[src/ipv4hc_pkg.sv]
`default_nettype none

package ipv4hc_pkg;

    localparam logic [15:0] MAX_PACKET_BYTES = 16'hFFFF;
    localparam logic [31:0] BCAST_ADDR       = 32'hFFFF_FFFF;
    localparam logic [15:0] CSUM_GOOD        = 16'hFFFF;
    localparam logic [3:0]  IP_VERSION       = 4'd4;
    localparam logic [3:0]  MIN_HDR_WORDS    = 4'd5;
    localparam logic [3:0]  MAX_HDR_RESET    = 4'd12;

    // byte offsets inside the header
    localparam logic [15:0] POS_TTL        = 16'd8;
    localparam logic [15:0] POS_DEST_FIRST = 16'd16;
    localparam logic [15:0] POS_DEST_LAST  = 16'd19;

    typedef enum logic [2:0] {
        ST_ACCEPT   = 3'd0,
        ST_VERSION  = 3'd1,
        ST_HDR_LEN  = 3'd2,
        ST_TTL      = 3'd3,
        ST_DEST     = 3'd4,
        ST_CHECKSUM = 3'd5
    } t_status;

    typedef enum logic [1:0] {
        CFG_OWN_ADDR  = 2'd0,
        CFG_MAX_WORDS = 2'd1
    } t_cfg_index;

    // header fields as seen after the current byte
    typedef struct packed {
        logic [3:0]  version;
        logic [3:0]  hdr_words;
        logic [7:0]  ttl;
        logic [31:0] dest;
        logic [15:0] csum;
        logic [15:0] length;
    } t_hdr_view;

    function automatic logic [15:0] ones_add(input logic [15:0] a, input logic [15:0] b);
        logic [16:0] s;
        s = {1'b0, a} + {1'b0, b};
        return s[15:0] + {15'd0, s[16]};
    endfunction

endpackage

`default_nettype wire

[src/ipv4hc_accum.sv]
`default_nettype none

module ipv4hc_accum
    import ipv4hc_pkg::*;
(
    input  wire logic       i_clk,
    input  wire logic       i_rst_n,
    input  wire logic       i_step,
    input  wire logic [7:0] i_byte,
    input  wire logic       i_last,
    output t_hdr_view       o_view
);

    logic [15:0] r_count, n_count;
    logic [3:0]  r_version, n_version;
    logic [3:0]  r_hwords, n_hwords;
    logic [7:0]  r_ttl, n_ttl;
    logic [31:0] r_dest, n_dest;
    logic [15:0] r_csum, n_csum;
    logic [7:0]  r_hold, n_hold;
    logic [5:0]  hdr_bytes;

    always_comb begin
        n_version = r_version;
        n_hwords  = r_hwords;
        n_ttl     = r_ttl;
        n_dest    = r_dest;
        n_csum    = r_csum;
        n_hold    = r_hold;
        if (r_count == 16'd0) begin
            n_version = i_byte[7:4];
            n_hwords  = i_byte[3:0];
        end
        if (r_count == POS_TTL) begin
            n_ttl = i_byte;
        end
        if (r_count >= POS_DEST_FIRST && r_count <= POS_DEST_LAST) begin
            n_dest = {r_dest[23:0], i_byte};
        end
        hdr_bytes = {n_hwords, 2'b00};
        if (r_count < {10'd0, hdr_bytes}) begin
            if (!r_count[0]) begin
                n_hold = i_byte;
            end else begin
                n_csum = ones_add(r_csum, {r_hold, i_byte});
            end
        end
        n_count = (r_count != MAX_PACKET_BYTES) ? r_count + 16'd1 : r_count;
    end

    assign o_view = '{version: n_version, hdr_words: n_hwords, ttl: n_ttl,
                      dest: n_dest, csum: n_csum, length: n_count};

    always_ff @(posedge i_clk) begin
        if (!i_rst_n || (i_step && i_last)) begin
            r_count   <= '0;
            r_version <= '0;
            r_hwords  <= '0;
            r_ttl     <= '0;
            r_dest    <= '0;
            r_csum    <= '0;
            r_hold    <= '0;
        end else if (i_step) begin
            r_count   <= n_count;
            r_version <= n_version;
            r_hwords  <= n_hwords;
            r_ttl     <= n_ttl;
            r_dest    <= n_dest;
            r_csum    <= n_csum;
            r_hold    <= n_hold;
        end
    end

    // a new packet always starts from a clean slate
    a_clear_after_last: assert property (@(posedge i_clk) disable iff (!i_rst_n)
        (i_step && i_last) |=> (r_count == 16'd0 && r_csum == 16'd0))
        else $error("packet state not cleared after last byte");

endmodule

`default_nettype wire

[config.mk]
export PLATFORM = sky130hd
export DESIGN_NAME = ipv4hc_accum
export DESIGN_NICKNAME = d
export VERILOG_FILES = /design/src/ipv4hc_pkg.sv /design/src/ipv4hc_accum.sv
export SDC_FILE = /design/constraint.sdc
export NUM_CORES = 1
export LEC_CHECK = 0
export ABC_CLOCK_PERIOD_IN_PS = 11000
export BUFFER_PORTS_ARGS = -buffer_cell sky130_fd_sc_hd__buf_2
export CORE_MARGIN = 4
export CORE_UTILIZATION = 50
export CTS_CLUSTER_SIZE = 8
export DETAILED_ROUTE_END_ITERATION = 10
export GPL_ROUTABILITY_DRIVEN = 0
export HOLD_SLACK_MARGIN = 0.1
export MAX_ROUTING_LAYER = met4
export PLACE_DENSITY = 0.8
export SETUP_SLACK_MARGIN = 0.4
export SKIP_CTS_REPAIR_TIMING = 1
export SYNTH_ARGS = -nofsm -noshare
export SYNTH_HDL_FRONTEND = slang
export SYNTH_SLANG_ARGS = --single-unit
[constraint.sdc]
create_clock -name i_clk -period 11 [get_ports i_clk]
set_clock_uncertainty 0.2 [all_clocks]
set_input_delay 3.3 -clock i_clk [delete_from_list [all_inputs] [get_ports i_clk]]
set_output_delay 3.3 -clock i_clk [all_outputs]
set_load 0.05 [all_outputs]
==> results of run 1 <==
## power by group through the flow
stage / Sequential [mW] / Combinational (mW) / Clock, mW
after CTS: 0.333 / 0.176 / 0.197
after global placement: 0.340 / 0.170 / 0
after global routing: 0.335 / 0.196 / 0.210
after floorplan: 0.337 / 0.139 / 0
final: 0.334 / 0.183 / 0.194
after detailed placement: 0.341 / 0.175 / 0
## layout make-up
| type | count | area share |
|---|---|---|
| multi-input combinational | 530 | 0.582 |
| sequential | 88 | 0.278 |
| timing repair buffer | 100 | 0.0834 |
| tap | 140 | 0.0277 |
| clock buffer | 9 | 0.0196 |
| inverter | 8 | 0.00475 |
| clock inverter | 4 | 0.00395 |
## cells in the mapped netlist, types with 10 or more instances
| cell type | n | area, um^2 |
|---|---|---|
| dfxtp_1 | 88 | 1760 |
| a21oi_1 | 58 | 290 |
| clkbuf_1 | 29 | 109 |
| nand4_1 | 10 | 62.6 |
| nor2_1 | 55 | 206 |
| o21ai_0 | 13 | 65.1 |
| nand2_1 | 121 | 454 |
| ha_1 | 23 | 288 |
| nand3_1 | 23 | 115 |
| mux2_2 | 55 | 619 |
| mux2i_1 | 19 | 190 |
| xor2_1 | 19 | 166 |
| xnor2_1 | 25 | 219 |
## kinds of logic after synthesis
kind of cell / count (synthesis) / synth area share
mux: 74 / 0.146
xor+xnor: 45 / 0.0737
compound gates: 126 / 0.151
flops: 88 / 0.318
fa+ha+maj: 24 / 0.0556
simple gates: 261 / 0.218
buf+inv: 51 / 0.0380
## through the flow
step,std cells,utilization,instance area (um^2)
after floorplan,669,-,5540
after global placement,861,0.556,6030
after detailed placement,861,0.556,6030
after CTS,874,0.570,6180
after global routing,879,0.584,6330
final,879,0.584,6330
## flip-flops by register name (all words and copies together) (netlist names)
| register | count |
|---|---|
| r_ttl | 8 |
| r_hold | 8 |
| r_hwords | 4 |
| r_dest | 32 |
| r_csum | 16 |
| r_count | 16 |
| r_version | 4 |
## worst max-delay path: stages
cell      delay, ns
buf_2          0.16
ha_4           0.17
fa_2           0.21
a21o_1         0.19
a221oi_4       0.10
o21ai_2        0.23
nor2b_4        0.23
o311ai_4       0.11
or2b_1         0.17
a21o_1         0.14
ha_4           0.16
ha_4           0.15
nand2_2        0.08
nor4_4         0.38
nand2_1        0.09
or4b_4         0.53
xnor2_2        0.16
a31oi_1        0.17
buf_4          0.22
## routing by layer
| metal | part of all wire | up-vias | GRT usage |
|---|---|---|---|
| met1 | 0.44 | 2382 | 0.313 |
| li1 | - | 2475 | - |
| met5 | 0 | - | - |
| met4 | 0.024 | 0 | 0.0913 |
| met2 | 0.47 | 196 | 0.378 |
| met3 | 0.062 | 29 | 0.0369 |
## worst max path at each step
stage                  to  slack (ns)
4_1_cts        o_view[30]        0.18
3_3_place_gp   o_view[31]        0.37
5_1_grt        o_view[30]        0.34
2_1_floorplan  o_view[30]        0.43
3_5_place_dp   o_view[30]        0.20
6_report       o_view[30]        0.55
==> reports/qor.txt, run 1 <==
outcome: complete, no violations
Critical path origin: i_byte[0]
DRT Pass-1 Iters: 5
Data arrival, critical path: 6.95 ns
Antenna Violating Nets Remaining: 0
worst reg-to-reg path cell count: 11
YS warnings: 0
Hold Crit Depth: 2
H-tree depth: 3
commonest non-fill, non-tap cell in the layout: nand2_1
Worst Path Required: 7.50 ns
die area: 12800 um^2
Routed WL per cell: 17.3 um
Worst Hold Class: reg -> reg
Comb power frac: 0.257
RSZ-0062 raised after global routing: no
layout net count: 773
Clock Power Share: 0.273
# port buffers: 91
WHS Endpoint: r_dest[28]
sequential cell area: 1760 um^2
Top FF cell, synth: dfxtp_1
area grow syn2layout: 14.3%
DRC viols: 0
pre-CTS WS: 0.196 ns
TNS Setup: 0 ns
Starting Density: 0.511
largest net degree at the start of global routing: 78
worst IR drop on VDD: 74.0 uV
R2R Setup Slk: 5.96 ns
CTS Buf Count: 9
net load switching power: 251 uW
Mapped Cells: 669
Peak Freq: 0.0957 GHz
initial antenna violation count: 0
Max-cap violations: 0
Routed WL: 15200 um
Final Critical Period: 10.45 ns
clk root buf: clkbuf_8
crit path kind: in -> out
first-pass GRT wire length: 24200 um
vias: 5082
Async S/R FF share, synth: 0
grt total ovfl: 0
Chip Height: 113 um
die width: 113 um
IO Pins: 92
number of synthesized flops with an enable pin: 0
worst setup margin: 0.552 ns
# rows: 38
clock sink count: 88
commonest cells after routing, fill and taps aside: nand2_1 (119), buf_2 (89), dfxtp_1 (88), a21oi_1 (58)
Post-Syn Area: 5540 um^2
Critical R2R Launch: r_count[0]
CP endpoint kind: primary output
insertion delay to the later sink of the worst-skew pair: 0.37 ns
clock slew at reported path FFs: 0.09 ns
Max-slew headroom: 0.286
Initial DRC Count: 547
Hold Vio Cnt, Final: 0
Distinct cells, synth: 62
Tot GR Track Use: 0.240
PD cells: 112 nW/um^2
Startpoint Class: input port
fin crit share: 0.950
flip-flop and latch count after synthesis: 88
TritonCTS clock tree: built
switch share: 0.353
core region area: 10800 um^2
worst-path maximum fanout: 5
sequential fraction of the synthesis area: 0.318
Final setup viols: 0
vias per inst: 5.78
Synth Net Count: 705
Antenna Cells: 0
hpwl dp: 10800 um
Layout fillers: 964
syn avg cell area: 8.28 um^2
multi-input logic area: 3680 um^2
Critical R2R Capture: r_csum[10]
worst hold start: r_dest[28]
Pwr Total: 711 uW
worst-margin pin slew: 1.07 ns
hold_ws: 0.264 ns
fraction of layout cells with a size suffix above 1: 0.272
clk buf depth: 2
register share of total power: 0.470
cell internal pwr: 460 uW
number of global-route vias before repair: 4861
leakage: 2.83 nW
Max Slew Vio Count: 0
Power figures use the tool's default switching activity.
==> run 2: changes to the inputs <==
- CAP_MARGIN: unset -> 5
- REMOVE_ABC_BUFFERS: unset -> 1
- SKIP_LAST_GASP: unset -> 1
==> run 2 against run 1 <==
Compared with the run above: register-to-register slack is essentially flat; wire length shrank 4.2%; largest cell class unchanged; sequential power is essentially flat; hold slack gained 0.0016 ns; fmax shrank 0.66%; via count grew 1.7%; cell count grew 0.11%; die area is the same.
==> reports/qor.txt, run 2 (same netlist as run 1, synthesis figures left out) <==
Antenna Cells: 0
worst-path maximum fanout: 5
Initial DRC Count: 461
TNS Setup: 0 ns
Largest delay share family, worst path: compound AO/OA/AOI/OAI gates
TritonCTS clock tree: built
layout net count: 771
initial antenna violation count: 0
CP max stage delay: 0.36 ns
Starting Density: 0.511
# rows: 38
crit path kind: in -> out
Worst Hold Class: reg -> reg
# port buffers: 91
top flop regs: r_dest (32), r_count (16), r_csum (16)
fraction of layout cells with a size suffix above 1: 0.266
H-tree depth: 3
worst IR drop on VDD: 108 uV
Crit-path slowest cell: fa_2
Tot GR Track Use: 0.233
Hold Vio Cnt, Final: 0
outcome: complete, no violations
die width: 113 um
core region area: 10800 um^2
area grow syn2layout: 13.6%
vias per inst: 5.87
vias: 5166
leakage: 2.83 nW
CP Buf/Inv Count: 2
commonest cells after routing, fill and taps aside: nand2_1 (119), buf_2 (88), dfxtp_1 (88), a21oi_1 (58)
grt total ovfl: 0
Top reg by flops: r_dest
Peak Freq: 0.0951 GHz
Chip Height: 113 um
Max-cap violations: 0
Data arrival, critical path: 7.02 ns
number of global-route vias before repair: 4871
DRT Pass-1 Iters: 5
Startpoint Class: input port
Most Frequent Cell on Critical Path: a21o_1
first-pass GRT wire length: 23900 um
fin crit share: 0.956
Max-slew headroom: 0.201
worst-margin pin slew: 1.19 ns
Antenna Violating Nets Remaining: 0
DP Area: 6020 um^2
fin area: 6290 um^2
Routed WL per cell: 16.5 um
clk root buf: clkbuf_8
CTS Buf Count: 9
clock slew at reported path FFs: 0.10 ns
CP endpoint kind: primary output
DRC viols: 0
clock sink count: 88
largest net degree at the start of global routing: 78
insertion delay to the later sink of the worst-skew pair: 0.38 ns
IO Pins: 92
Final setup viols: 0
RSZ-0062 raised after global routing: yes
crit-path cells: buf_2 > ha_2 > fa_2 > a21o_1 > a221oi_4 > o21ai_4 > nor2b_4 > o311ai_4 > or2b_1 > a21o_1 > ha_1 > nand3_1 > a211oi_2 > and4_1 > or4b_1 > xnor3_1 > a31oi_2 > buf_6
PD cells: 117 nW/um^2
Routed WL: 14500 um
commonest non-fill, non-tap cell in the layout: nand2_1
Max Slew Vio Count: 0
max FFs per register: 32
Worst Path Required: 7.50 ns
Final Critical Period: 10.52 ns
clk buf depth: 2
hpwl dp: 10300 um
die area: 12800 um^2
run 2: area by class of cell:
cell class / count / area, um^2
Timing Repair Buffer: 98 / 519
Inverter: 8 / 30.0
Fill cell: 966 / 4550
Clock buffer: 10 / 138
Tap cell: 140 / 175
Clock inverter: 6 / 51.3
Multi-Input combinational cell: 530 / 3620
Sequential cell: 88 / 1760
run 2: metal layers:
layer	vias up	share of wire	track usage
met5	-	0	-
met4	0	0.019	0.0553
met3	26	0.066	0.0561
met2	209	0.48	0.380
met1	2465	0.44	0.292
li1	2466	-	-
run 2: final timing paths:
check             startpoint  cells after the start  slack, ns    endpoint
hold / removal      r_ttl[0]                      2       0.27    r_ttl[0]
setup / recovery   i_byte[0]                     18       0.48  o_view[31]
setup reg to reg  r_count[0]                     12       5.95  r_csum[14]
hold reg to reg     r_ttl[0]                      2       0.27    r_ttl[0]
run 2: where the power goes:
| group | total (mW) | switching, mW | internal, mW |
|---|---|---|---|
| combinational | 0.180 | 0.126 | 0.0544 |
| clock | 0.221 | 0.129 | 0.0914 |
| sequential | 0.333 | 0.00688 | 0.326 |
run 2: worst register-to-register path, cell delays in order (launching register included):
cell and delay (ns):
dfxtp_1 0.44, inv_1 0.19, ha_1 0.16, nor3b_1 0.27, nand4_1 0.50, mux2i_1 0.56, ha_1 0.33, a21oi_1 0.24
nand3_1 0.11, o311a_1 0.60, nor2_1 1.02, nor2_1 0.08, a211oi_1 0.28
run 2: per-stage QoR:
step / setup WS [ns] / util / power (mW) / hold WS (ns) / cells
after floorplan: 0.262 / - / 0.468 / 0.242 / 626
after global placement: 0.357 / 0.555 / 0.510 / 0.247 / 861
after detailed placement: 0.263 / 0.555 / 0.514 / 0.256 / 861
after CTS: 0.233 / 0.573 / 0.735 / 0.271 / 877
after global routing: 0.301 / 0.580 / 0.766 / 0.301 / 880
final: 0.482 / 0.580 / 0.734 / 0.266 / 880
